==> src/hw/rtl/icd_pkg.sv <==
// shared types and constants of the interrupt coalescing dispatcher
package icd_pkg;

  localparam int unsigned CNT_W = 16;
  localparam int unsigned AGE_W = 21;
  localparam int unsigned FC_W  = 8;
  localparam int unsigned TOT_W = 24;
  localparam int unsigned TH_W  = 16;
  localparam int unsigned EL_W  = 20;

  localparam logic [CNT_W-1:0] CNT_MAX = '1;
  localparam logic [AGE_W-1:0] AGE_MAX = '1;
  localparam logic [FC_W-1:0]  FC_MAX  = '1;
  localparam logic [TOT_W-1:0] TOT_MAX = '1;

  typedef enum logic [2:0] {
    CMD_COMPLETION = 3'd0,
    CMD_TICK       = 3'd1,
    CMD_FLUSH_ONE  = 3'd2,
    CMD_FLUSH_ALL  = 3'd3,
    CMD_MAP_QUEUE  = 3'd4,
    CMD_MASK       = 3'd5,
    CMD_ENABLE     = 3'd6,
    CMD_RSVD       = 3'd7
  } cmd_e;

  typedef enum logic [2:0] {
    REG_PKT_TH  = 3'd0,
    REG_TMR_TH  = 3'd1,
    REG_AD_EN   = 3'd2,
    REG_SAMPLE  = 3'd3,
    REG_HIGH    = 3'd4,
    REG_LOW     = 3'd5,
    REG_MIN_TH  = 3'd6,
    REG_MAX_TH  = 3'd7
  } reg_e;

  typedef enum logic [1:0] {
    OP_COMP      = 2'd0,
    OP_TICK      = 2'd1,
    OP_FLUSH_ONE = 2'd2,
    OP_FLUSH_ALL = 2'd3
  } op_e;

  typedef struct packed {
    logic             pend_v;
    logic [CNT_W-1:0] pend_cnt;
    logic             tmr_v;
    logic [AGE_W-1:0] age;
    logic             ad_v;
    logic [FC_W-1:0]  ad_fc;
    logic [TOT_W-1:0] ad_tot;
    logic [TH_W-1:0]  ad_th;
  } entry_t;

  typedef struct packed {
    logic [TH_W-1:0] pkt_th;
    logic [EL_W-1:0] tmr_th;
    logic            ad_en;
    logic [7:0]      sample;
    logic [15:0]     high;
    logic [15:0]     low;
    logic [TH_W-1:0] min_th;
    logic [TH_W-1:0] max_th;
  } cfg_t;

endpackage

==> src/hw/rtl/icd_entry_alu.sv <==
// shared read-modify-write unit for one vector entry
module icd_entry_alu (
  input  icd_pkg::op_e             op_i,
  input  icd_pkg::entry_t          entry_i,
  input  logic                     enabled_i,
  input  logic                     masked_i,
  input  icd_pkg::cfg_t            cfg_i,
  input  logic [icd_pkg::EL_W-1:0] el_i,
  output icd_pkg::entry_t          entry_o,
  output logic                     fire_o,
  output logic [icd_pkg::CNT_W-1:0] batch_o
);

  icd_pkg::entry_t        e;
  logic                   do_fire;
  logic [icd_pkg::TH_W-1:0] th;
  logic [icd_pkg::CNT_W-1:0] batch;
  logic [23:0]            hi_prod;
  logic [24:0]            lo_prod;
  logic [icd_pkg::AGE_W-1:0] el_ext;

  always_comb begin
    e       = entry_i;
    do_fire = 1'b0;
    th      = cfg_i.pkt_th;
    batch   = '0;
    fire_o  = 1'b0;
    hi_prod = '0;
    lo_prod = '0;
    el_ext  = icd_pkg::AGE_W'(el_i);
    case (op_i)
      icd_pkg::OP_COMP: begin
        if (!e.pend_v) begin
          e.pend_v   = 1'b1;
          e.pend_cnt = '0;
        end
        if (e.pend_cnt < icd_pkg::CNT_MAX) e.pend_cnt = e.pend_cnt + 1'b1;
        e.tmr_v = 1'b1;
        e.age   = '0;
        if (cfg_i.ad_en) begin
          if (e.ad_v) begin
            th = e.ad_th;
          end else begin
            e.ad_v   = 1'b1;
            e.ad_fc  = '0;
            e.ad_tot = '0;
            e.ad_th  = cfg_i.pkt_th;
          end
        end
        do_fire = (e.pend_cnt >= th);
      end
      icd_pkg::OP_TICK: begin
        if (e.pend_v && !e.tmr_v) begin
          e.tmr_v = 1'b1;
          e.age   = '0;
        end
        if (e.tmr_v) begin
          if (el_ext > icd_pkg::AGE_MAX - e.age) e.age = icd_pkg::AGE_MAX;
          else e.age = e.age + el_ext;
          do_fire = (e.age >= icd_pkg::AGE_W'(cfg_i.tmr_th));
        end
      end
      icd_pkg::OP_FLUSH_ONE: do_fire = 1'b1;
      icd_pkg::OP_FLUSH_ALL: do_fire = e.pend_v;
      default: do_fire = 1'b0;
    endcase

    if (do_fire) begin
      if (enabled_i && !masked_i) begin
        fire_o = 1'b1;
        if (e.pend_v) batch = e.pend_cnt;
        e.pend_v   = 1'b0;
        e.pend_cnt = '0;
        if (batch == '0) batch = icd_pkg::CNT_W'(1);
        if (cfg_i.ad_en) begin
          if (!e.ad_v) begin
            e.ad_v   = 1'b1;
            e.ad_fc  = '0;
            e.ad_tot = '0;
            e.ad_th  = cfg_i.pkt_th;
          end
          if (e.ad_fc < icd_pkg::FC_MAX) e.ad_fc = e.ad_fc + 1'b1;
          if (icd_pkg::TOT_W'(batch) > icd_pkg::TOT_MAX - e.ad_tot) e.ad_tot = icd_pkg::TOT_MAX;
          else e.ad_tot = e.ad_tot + icd_pkg::TOT_W'(batch);
          if (e.ad_fc >= cfg_i.sample) begin
            // avg >= high  <=>  total >= high*cnt ; avg <= low  <=>  total < (low+1)*cnt
            hi_prod = cfg_i.high * e.ad_fc;
            lo_prod = ({1'b0, cfg_i.low} + 17'd1) * e.ad_fc;
            if (e.ad_tot >= hi_prod && e.ad_th < cfg_i.max_th) e.ad_th = e.ad_th + 1'b1;
            else if ({1'b0, e.ad_tot} < lo_prod && e.ad_th > cfg_i.min_th)
              e.ad_th = e.ad_th - 1'b1;
            e.ad_fc  = '0;
            e.ad_tot = '0;
          end
        end
      end
      // timer entry goes away whether or not the fire was suppressed
      e.tmr_v = 1'b0;
      e.age   = '0;
    end
    entry_o = e;
    batch_o = batch;
  end

endmodule

==> src/hw/rtl/interrupt_coalescing_dispatcher_unit.sv <==
// interrupt coalescing dispatcher: sequencer, vector store and result output
// Command in: start_i with command/queue/vector/elapsed/flag fields, taken when busy_o
// is low. busy_o stays high until the command's last result has been produced.
// Configuration: cfg_valid_i/cfg_ready_o with cfg_index_i and cfg_data_i, ready
// whenever no command is in flight.
// Results: valid_o marks one result for one cycle; last_o flags the final one of a
// command. A command with no interrupt gives a single result with fired_o low.
// Walk: tick and flush-all walk all NUM_VECTORS entries (tick only when the timer
// threshold is nonzero and some vector is pending); the other commands touch at
// most one entry. The walk is paced by the single entry update unit, which does
// one read-modify-write per cycle.
// A fire is held until the next fire of the same command or the end of the command
// shows whether it is the last one; the receiver cannot stall, so results are never
// held off by the output side.
// Reset clears every vector, queue mapping and adaptive entry at once and loads
// the registers with their reset values; no clearing pass is needed.
module interrupt_coalescing_dispatcher_unit #(
  parameter int NUM_VECTORS = 16,
  parameter int NUM_QUEUES  = 32
) (
  input  logic        clk_i,
  input  logic        rst_ni,
  input  logic        start_i,
  output logic        busy_o,
  input  logic [2:0]  command_i,
  input  logic [4:0]  queue_index_i,
  input  logic [3:0]  vector_index_i,
  input  logic [19:0] elapsed_us_i,
  input  logic        flag_value_i,
  input  logic        cfg_valid_i,
  output logic        cfg_ready_o,
  input  logic [2:0]  cfg_index_i,
  input  logic [19:0] cfg_data_i,
  output logic        valid_o,
  output logic        fired_o,
  output logic [3:0]  fired_vector_o,
  output logic [15:0] irq_count_o,
  output logic        accepted_o,
  output logic        last_o
);

  localparam int VW = $clog2(NUM_VECTORS);
  localparam int QW = (NUM_QUEUES > 1) ? $clog2(NUM_QUEUES) : 1;

  typedef enum logic [1:0] {
    S_IDLE,
    S_DECODE,
    S_WALK,
    S_DONE
  } state_e;

  state_e             state_q;
  icd_pkg::cfg_t      cfg_q;
  icd_pkg::entry_t    ent_q [NUM_VECTORS];
  logic               en_q [NUM_VECTORS];
  logic               mask_q [NUM_VECTORS];
  logic [3:0]         map_vec_q [NUM_QUEUES];
  logic               map_v_q [NUM_QUEUES];

  logic [2:0]         cmd_q;
  logic [4:0]         q_q;
  logic [3:0]         vi_q;
  logic [19:0]        el_q;
  logic               flag_q;
  logic [VW-1:0]      idx_q;
  icd_pkg::op_e       op_q;
  logic               single_q;
  logic               acc_q;
  logic               held_v_q;
  logic [3:0]         held_vec_q;
  logic [15:0]        held_batch_q;

  icd_pkg::entry_t    alu_out;
  logic               alu_fire;
  logic [15:0]        alu_batch;
  logic               any_pend;
  logic [3:0]         mv;
  logic               mapv;

  assign busy_o      = (state_q != S_IDLE);
  assign cfg_ready_o = !busy_o;

  always_comb begin
    any_pend = 1'b0;
    for (int i = 0; i < NUM_VECTORS; i++) any_pend |= ent_q[i].pend_v;
  end

  assign mv   = map_vec_q[q_q[QW-1:0]];
  assign mapv = (int'(q_q) < NUM_QUEUES) && map_v_q[q_q[QW-1:0]];

  icd_entry_alu u_alu (
    .op_i      (op_q),
    .entry_i   (ent_q[idx_q]),
    .enabled_i (en_q[idx_q]),
    .masked_i  (mask_q[idx_q]),
    .cfg_i     (cfg_q),
    .el_i      (el_q),
    .entry_o   (alu_out),
    .fire_o    (alu_fire),
    .batch_o   (alu_batch)
  );

  always_ff @(posedge clk_i or negedge rst_ni) begin
    if (!rst_ni) begin
      state_q      <= S_IDLE;
      cfg_q        <= '{pkt_th: 16'd1, tmr_th: '0, ad_en: 1'b0, sample: 8'd8,
                        high: 16'd8, low: 16'd2, min_th: 16'd1, max_th: 16'd64};
      for (int i = 0; i < NUM_VECTORS; i++) begin
        ent_q[i]  <= '0;
        en_q[i]   <= 1'b0;
        mask_q[i] <= 1'b0;
      end
      for (int i = 0; i < NUM_QUEUES; i++) begin
        map_vec_q[i] <= '0;
        map_v_q[i]   <= 1'b0;
      end
      cmd_q        <= '0;
      q_q          <= '0;
      vi_q         <= '0;
      el_q         <= '0;
      flag_q       <= 1'b0;
      idx_q        <= '0;
      op_q         <= icd_pkg::OP_COMP;
      single_q     <= 1'b0;
      acc_q        <= 1'b0;
      held_v_q     <= 1'b0;
      held_vec_q   <= '0;
      held_batch_q <= '0;
      valid_o      <= 1'b0;
      fired_o      <= 1'b0;
      fired_vector_o <= '0;
      irq_count_o  <= '0;
      accepted_o   <= 1'b0;
      last_o       <= 1'b0;
    end else begin
      valid_o <= 1'b0;
      if (cfg_valid_i && cfg_ready_o) begin
        case (icd_pkg::reg_e'(cfg_index_i))
          icd_pkg::REG_PKT_TH: cfg_q.pkt_th <= cfg_data_i[15:0];
          icd_pkg::REG_TMR_TH: cfg_q.tmr_th <= cfg_data_i;
          icd_pkg::REG_AD_EN: begin
            cfg_q.ad_en <= cfg_data_i[0];
            if (cfg_data_i[0]) begin
              for (int i = 0; i < NUM_VECTORS; i++) begin
                if (ent_q[i].ad_v) begin
                  ent_q[i].ad_fc  <= '0;
                  ent_q[i].ad_tot <= '0;
                  ent_q[i].ad_th  <= cfg_q.pkt_th;
                end
              end
            end
          end
          icd_pkg::REG_SAMPLE: cfg_q.sample <= cfg_data_i[7:0];
          icd_pkg::REG_HIGH:   cfg_q.high   <= cfg_data_i[15:0];
          icd_pkg::REG_LOW:    cfg_q.low    <= cfg_data_i[15:0];
          icd_pkg::REG_MIN_TH: cfg_q.min_th <= cfg_data_i[15:0];
          icd_pkg::REG_MAX_TH: cfg_q.max_th <= cfg_data_i[15:0];
          default: ;
        endcase
      end
      case (state_q)
        S_IDLE: begin
          if (start_i) begin
            cmd_q    <= command_i;
            q_q      <= queue_index_i;
            vi_q     <= vector_index_i;
            el_q     <= elapsed_us_i;
            flag_q   <= flag_value_i;
            acc_q    <= 1'b0;
            held_v_q <= 1'b0;
            state_q  <= S_DECODE;
          end
        end
        S_DECODE: begin
          state_q <= S_DONE;
          case (icd_pkg::cmd_e'(cmd_q))
            icd_pkg::CMD_COMPLETION: begin
              if (mapv && int'(mv) < NUM_VECTORS && en_q[VW'(mv)] && !mask_q[VW'(mv)]) begin
                acc_q    <= 1'b1;
                idx_q    <= VW'(mv);
                op_q     <= icd_pkg::OP_COMP;
                single_q <= 1'b1;
                state_q  <= S_WALK;
              end
            end
            icd_pkg::CMD_TICK: begin
              acc_q <= 1'b1;
              if (cfg_q.tmr_th != '0 && any_pend) begin
                idx_q    <= '0;
                op_q     <= icd_pkg::OP_TICK;
                single_q <= 1'b0;
                state_q  <= S_WALK;
              end
            end
            icd_pkg::CMD_FLUSH_ONE: begin
              if (int'(vi_q) < NUM_VECTORS) begin
                acc_q    <= 1'b1;
                idx_q    <= VW'(vi_q);
                op_q     <= icd_pkg::OP_FLUSH_ONE;
                single_q <= 1'b1;
                state_q  <= S_WALK;
              end
            end
            icd_pkg::CMD_FLUSH_ALL: begin
              acc_q    <= 1'b1;
              idx_q    <= '0;
              op_q     <= icd_pkg::OP_FLUSH_ALL;
              single_q <= 1'b0;
              state_q  <= S_WALK;
            end
            icd_pkg::CMD_MAP_QUEUE: begin
              if (int'(q_q) < NUM_QUEUES && int'(vi_q) < NUM_VECTORS) begin
                acc_q                  <= 1'b1;
                map_vec_q[q_q[QW-1:0]] <= vi_q;
                map_v_q[q_q[QW-1:0]]   <= 1'b1;
              end
            end
            icd_pkg::CMD_MASK: begin
              if (int'(vi_q) < NUM_VECTORS) begin
                acc_q              <= 1'b1;
                mask_q[VW'(vi_q)]  <= flag_q;
              end
            end
            icd_pkg::CMD_ENABLE: begin
              if (int'(vi_q) < NUM_VECTORS) begin
                acc_q            <= 1'b1;
                en_q[VW'(vi_q)]  <= flag_q;
              end
            end
            default: ;
          endcase
        end
        S_WALK: begin
          ent_q[idx_q] <= alu_out;
          if (alu_fire) begin
            // a fire pushes the previous one out, since it is no longer the last
            if (held_v_q) begin
              valid_o        <= 1'b1;
              fired_o        <= 1'b1;
              fired_vector_o <= held_vec_q;
              irq_count_o    <= held_batch_q;
              accepted_o     <= acc_q;
              last_o         <= 1'b0;
            end
            held_v_q     <= 1'b1;
            held_vec_q   <= 4'(idx_q);
            held_batch_q <= alu_batch;
          end
          if (single_q || idx_q == VW'(NUM_VECTORS - 1)) state_q <= S_DONE;
          else idx_q <= idx_q + 1'b1;
        end
        S_DONE: begin
          valid_o        <= 1'b1;
          fired_o        <= held_v_q;
          fired_vector_o <= held_v_q ? held_vec_q : 4'd0;
          irq_count_o    <= held_v_q ? held_batch_q : 16'd0;
          accepted_o     <= acc_q;
          last_o         <= 1'b1;
          held_v_q       <= 1'b0;
          state_q        <= S_IDLE;
        end
        default: state_q <= S_IDLE;
      endcase
    end
  end

`ifndef SYNTH
  a_last_gap: assert property (@(posedge clk_i) disable iff (!rst_ni)
    valid_o && last_o |=> !valid_o)
    else $error("result right after a last result");
  a_mid_busy: assert property (@(posedge clk_i) disable iff (!rst_ni)
    valid_o && !last_o |-> busy_o && fired_o)
    else $error("non-final result outside a command");
  a_start_busy: assert property (@(posedge clk_i) disable iff (!rst_ni)
    start_i && !busy_o |=> busy_o)
    else $error("command accepted without going busy");
`endif

endmodule
==> config.mk <==
export PLATFORM = sky130hd
export DESIGN_NAME = interrupt_coalescing_dispatcher_unit
export DESIGN_NICKNAME = d
export VERILOG_FILES = /design/src/hw/rtl/icd_pkg.sv /design/src/hw/rtl/icd_entry_alu.sv /design/src/hw/rtl/interrupt_coalescing_dispatcher_unit.sv
export SDC_FILE = /design/constraint.sdc
export NUM_CORES = 2
export LEC_CHECK = 0
export BUFFER_PORTS_ARGS = -buffer_cell sky130_fd_sc_hd__buf_4
export CORE_MARGIN = 8
export CORE_UTILIZATION = 55
export CTS_CLUSTER_DIAMETER = 40
export DETAILED_ROUTE_END_ITERATION = 10
export PLACE_DENSITY = 0.71
export SKIP_CTS_REPAIR_TIMING = 1
export SLEW_MARGIN = 20
export SYNTH_ARGS = -nofsm -noshare
export SYNTH_HDL_FRONTEND = slang
export SYNTH_SLANG_ARGS = --single-unit
==> constraint.sdc <==
create_clock -name clk_i -period 23.8 [get_ports clk_i]
set_input_delay 7.14 -clock clk_i [delete_from_list [all_inputs] [get_ports clk_i]]
set_output_delay 7.14 -clock clk_i [all_outputs]
set_load 0.01 [all_outputs]
* Yosys cells after proc, flatten, opt, wreduce, memory -nomap -nowiden
Index checks and enable logic that the tools add are counted.
** Operators by class
- Equality and inequality tests :: 31
- $add $sub $neg :: 10
- $lt $le $gt $ge :: 18
- Reduce and logical (&&, ||, !) cells :: 49
- $mul :: 2
- Bitwise gates (word level) :: 20
- Muxes and demuxes :: 189
** Operators by type and width (count)
- $mux W48 :: 67
- $bwmux W1408 :: 1
- $mux W1368 :: 1
- $bmux W88 S4 :: 1
- $demux W88 S4 :: 1
- $mux W88 :: 4
- $mux W49 :: 7
- $mux W16 :: 19
- $bwmux W128 :: 1
- $mux W24 :: 4
- $mux W21 :: 4
- $mux W17 :: 3
- $mux W22 :: 2
- $pmux W22 S2 :: 1
- $mux W4 :: 9
- $add A16 B1 Y16 const B :: 2
- $bwmux W16 :: 2
- $mux W8 :: 4
- $or A32 B32 Y32 :: 1
- $pmux W16 S2 :: 1
- $mux W1 :: 29
- $reduce_and A2 Y1 :: 14
- $lt A24 B25 Y1 :: 1
- $mul A25 B8 Y25 :: 1
- other kinds (64) :: 139
** Storage, ports and cells
- Word-level logic and storage cells :: 570
- Input port bits :: 60
- Output and inout bits :: 26
- Flip-flop bits (word level) :: 1797

* Longest topological paths before layout
- Depth in word-level cells :: 36
- Gate-level depth with buffers :: 49
- Gate-level depth less buffers :: 42

* Modules after synthesis
A second synthesis with hierarchy kept.
** Second synthesis, totals
- Cells, all modules :: 10467
- Area, all modules :: 100651.5 sq um
** Modules (own cells, without submodules)
- interrupt_coalescing_dispatcher_unit :: area an instance 83542.6 sq um, seq. area each 44975.6 sq um, cells an instance 8078, times used 1
- icd_entry_alu :: area an instance 17108.9 sq um, seq. area each 0.0 sq um, cells an instance 2389, times used 1

* Worst setup path before layout
OpenSTA, ideal clock, no wires.
- Kind :: flip-flop to flip-flop
- From :: reg idx_q[0]
- To :: reg ent_q[450] (netlist bit)
- Required time :: 23.663 ns
- Data arrival time :: 10.969 ns
- Clock period less this slack :: 11.106 ns
- Cell stages (with the launch flop) :: 45
- Path slack :: 12.694 ns
- Library setup time :: 0.137 ns
- Buffers on the path :: 9
- Cell sequence :: dfrtp_1 > buf_6 > buf_8 > buf_8 > buf_6 > buf_6 > buf_6 > mux4_2 > mux4_2 > and2_1 > ha_1 > nand4_1 > nor2_1 > nor3_1 > clkbuf_1 > nand2_1 > fa_1 > fa_1 > (+9 left out) > o21bai_1 > a2111o_1 > a31o_2 > a21boi_0 > mux2_2 > a2111oi_0 > ha_1 > and3_1 > o21ai_0 > a21boi_0 > a2111oi_0 > a21bo_1 > buf_6 > o31ai_1 > mux2_2 > o21ai_2 > buf_2 > a21oi_1
** Between the ends
- Longest elaborated chain between the ends :: 32
- Elaborated cells on any way between the ends :: 87
- Classes of those cells :: add/sub: 8; mul: 2; order compare: 13; mux: 55; bitwise: 1; reduce/logical: 8
** RTL lines
- from (decl) :: RTL line interrupt_coalescing_dispatcher_unit.sv:65 : logic [VW-1:0] idx_q;
- from (signal assigned) :: RTL line interrupt_coalescing_dispatcher_unit.sv:180 : idx_q <= VW'(mv);
- from (signal assigned) :: RTL line interrupt_coalescing_dispatcher_unit.sv:198 : idx_q <= VW'(vi_q);
- from (signal assigned) :: RTL line interrupt_coalescing_dispatcher_unit.sv:250 : else idx_q <= idx_q + 1'b1;
- $not A4 Y5 (implied by the code) (*)
- parallel branches: the longest is 29 deep, another holds $add A8 B1 Y8
- $bwmux W1408 (*) :: RTL line interrupt_coalescing_dispatcher_unit.sv:234 : ent_q[idx_q] <= alu_out;
- $mux W1368 (*) :: RTL line interrupt_coalescing_dispatcher_unit.sv:161 : case (state_q)
- to (signal, indexed assignment) :: RTL line interrupt_coalescing_dispatcher_unit.sv:234
- to (decl) :: RTL line interrupt_coalescing_dispatcher_unit.sv:54 : icd_pkg::entry_t ent_q [NUM_VECTORS];
Every way passes the cells marked *. The select of a mux whose other input is x is not followed.
A chain may end at the register's enable or synchronous reset.

* Final worst setup path
- From :: reg idx_q[0]
- To :: reg ent_q[1328] (netlist bit)
The elaborated chain is that of the path after synthesis.

==> reports/metrics.csv <==
stage;metric;value;unit
run_status;status;completed;
synth;Post-Synth XOR/XNOR Area;1.03;%
timing;Worst Tran Pin Value;1.26;ns
synth;Post-synth ARST share;100;%
power;Seq pwr share;30.2;%
synth;adder-cell share of the synthesized area;6.95;%
detailed_routing;vias;77700;
synth;EDFF count, synth;0;
detailed_routing;Total Wirelength;316000;microns
timing;Setup violations, final;0;
clocking;clock sink count;1797;
cells_and_area;final instance area;110000;sq um
worst_setup_path;Worst Path Arrival;14.79;ns
timing;fmax;71.2;MHz
synth;area share of the largest cell type after synthesis;45.8;%
worst_setup_path;Largest stage delay, worst path;0.93;ns
power;Tot Pwr;14900;uW
timing;Setup TNS;0;ns
floorplan;# IOs;86;
worst_setup_path;Worst Path Buf+Inv;5;
power;internal power;8840;uW
cells_and_area;share of cells above drive strength 1;18.0;%
power;total leakage power;0.0497;uW
detailed_routing;DRT iter0 DRCs;9802;
synth;Seq/Total Area, Yosys;46.0;%
place;port buffer count;85;
global_routing;All-Layer GR Usage;32.6;%
timing;Slew Limit Fails;0;
timing;Final period util;59.0;%
worst_setup_path;Worst setup EP type;flop;
synth;Distinct cells, synth;105;
cells_and_area;fillcell total;14000;
synth;cell taking the most area after synthesis;dfrtp_1;
place;Placer Congestion;0.946;
floorplan;core area;178000;sq um
place;Placed Area;100000;sq um
floorplan;die width;438;microns
clocking;Root Buffer;clkbuf_16;
timing;Final Hold Viols;0;
global_routing;initial antenna violation count;12;
cells_and_area;fin util;61.8;%
clocking;H-tree depth;5;
global_routing;pin count of the biggest net entering global routing;187;
synth;ys flop type;dfrtp_1;
synth;simple-gate portion of the synthesized area;13.1;%
detailed_routing;Routed wire per std cell;27.1;microns
timing;final setup margin;9.75;ns
worst_setup_path;critical path type;reg2reg;
floorplan;Die Y;438;microns
clocking;worst skew pair latency;0.93;ns
global_routing;first-pass GRT wire length;485000;microns
cells_and_area;Area growth, synth to finish;12.2;%
synth;Synth Area in Compound Gates;13.8;%
detailed_routing;vias per cell;6.65;
synth;cell count after synthesis;9339;
worst_setup_path;critical path startpoint category;flop;
synth;Yosys reg bits;1797;
power;VDD IR max;0.0884;mV
synth;post-synthesis mux area share;14.5;%
worst_setup_path;slowest CP cell;a32oi_2;
synth;main combinational cell family by area after synthesis;multiplexers;
place;pre-CTS setup slack;9.85;ns
synth;synthesized cell area;97800;sq um
global_routing;vias in the first global route;79000;
power;clock power share;28.2;%
power;sw frac;40.7;%
floorplan;die area;192000;sq um
worst_setup_path;cell mode on critical path;a21oi_1;
worst_setup_path;Top delay family on crit path;compound AO/OA/AOI/OAI gates;
synth;syn_area_per_cell;10.5;sq um
worst_setup_path;Worst Path Max Fanout;82;
floorplan;Rows;155;
run;Max-cap violations;0;
power;NetSw;6060;uW
clocking;total CTS buffers;281;
detailed_routing;Routed Antenna Nets;0;
power;Pwr Density;136;nW/um^2
power;Gate power share;41.6;%
place;Detailed Place HPWL;191000;microns
clocking;CTS tree;yes;
worst_setup_path;worst path required time;24.54;ns
floorplan;Starting Density;55.1;%
clocking;Clk pin slew, worst setup/hold paths;0.06;ns
worst_hold_path;worst min path class;reg2reg;
global_routing;total gr overflow;0;
detailed_routing;DR DRC count;0;
timing;skew final;0.0915;ns
timing;Rel. slew slack;15.2;%
cells_and_area;Layout Nets;9610;
clocking;clock buffer depth;4;
synth;synth top area cells;dfrtp_1, mux4_2, o21ai_0;
timing;RSZ-0062 raised after global routing;false;
synth;Mapped Nets;9837;
synth;number of synthesis warnings;0;
detailed_routing;DRT Pass-1 Iters;10;
timing;min cycle time layout;14.05;ns
==> area by class of cell <==
type,instances,area (sq um),share of cell area (%)
timing repair buffer,286,2320,2.11
clock buffer,331,7570,6.89
antenna,7,17.5,0.0160
tap,2355,2950,2.68
multi-input combinational,6424,48700,44.4
sequential,1797,45000,41.0
inverter,322,1210,1.11
clock inverter,156,1980,1.80
==> layout by cell type, fill, tap and decap left out, drive strengths merged, types with 52 or more instances in the layout <==
cell    instances
dfrtp        1791
o21ai        1370
nand2        1178
nand3         616
mux4          457
inv           357
clkbuf        343
a21oi         338
mux2          280
buf           274
ha            262
and3          251
a211oi        243
nor2          239
fa            176
and2          132
a22oi         120
mux2i          70
nor2b          63
xnor2          62
nor3           62
a31oi          58
clkinv         56
nand2b         53
xor2           52
==> cell families (layout without fill, tap and decap cells) <==
family | Yosys count | after routing
mux | 807 | 807
fa+ha+maj | 438 | 438
compound gates | 2326 | 2326
simple gates | 2739 | 2739
buf+inv | 1118 | 1095
other cells | 0 | 7
xor+xnor | 114 | 114
flops | 1797 | 1797
==> through the flow <==
stage	std cells	hold slack (ns)
3_5_place_dp	11200	0.448
2_1_floorplan	9339	0.429
4_1_cts	11700	0.462
3_3_place_gp	11200	0.445
6_report	11700	0.459
5_1_grt	11700	0.474
==> Yosys cell counts (47+ instances only) <==
library cell  count
dfrtp_1        1791
o21ai_0        1327
nand2_1        1178
clkbuf_1        671
nand3_1         615
mux4_2          457
inv_1           316
a21oi_1         305
mux2_2          280
ha_1            262
and3_1          251
a211oi_1        242
nor2_1          239
fa_1            176
and2_1          130
a22oi_1         118
mux2i_1          65
nor2b_1          63
xnor2_1          61
nor3_1           59
a31oi_1          58
buf_2            54
nand2b_1         53
xor2_1           52
a21o_1           47
==> layer usage <==
metal	part of all wire, %	GRT usage, %	up-vias
met3	11	8.79	1190
li1	-	-	33000
met4	6.8	18.6	14
met2	45	50.0	4627
met5	0.026	0	-
met1	37	42.0	38900
==> final timing paths <==
kind / cells past startpoint / start / to / slack [ns]
setup / recovery: 37 / idx_q[0] / ent_q[1328] / 9.75
hold / removal: 1 / map_v_q[15] / map_v_q[15] / 0.46
setup reg to reg: 37 / idx_q[0] / ent_q[1328] / 9.75
hold reg to reg: 1 / map_v_q[15] / map_v_q[15] / 0.46
max in group asynchronous: 5 / rst_ni / cfg_q[27] / 13.47
min in group asynchronous: 1 / rst_ni / ent_q[844] / 6.24
==> worst reg2reg max path: cells and delay by family (launching register included) <==
family	cells	cell delay, ns
muxes	4	1.74
DFF	1	0.88
and+or+nand+nor	5	1.29
buffers and inverters	5	2.41
AOI/OAI and AO/OA	17	5.23
adders and majority gates	6	2.33
==> state kept, by name (all words and copies together), names as in the netlist, 2 cells and up <==
register / count
held_vec_q: 4
vi_q: 4
ent_q: 1408
map_vec_q: 128
mask_q: 16
op_q: 2
map_v_q: 32
idx_q: 4
en_q: 16
fired_vector_o: 4
state_q: 2
el_q: 20
q_q: 5
held_batch_q: 16
irq_count_o: 16
cmd_q: 3
cfg_q: 109
==> power groups by stage <==
stage	clock (uW)	combinational (uW)	sequential, uW
3_3_place_gp	0	5850	4480
5_1_grt	4370	6730	4600
2_1_floorplan	0	4360	4210
3_5_place_dp	0	6010	4530
6_report	4200	6200	4510
4_1_cts	4230	6060	4490
Note: power is estimated with default switching activity, not from simulation.
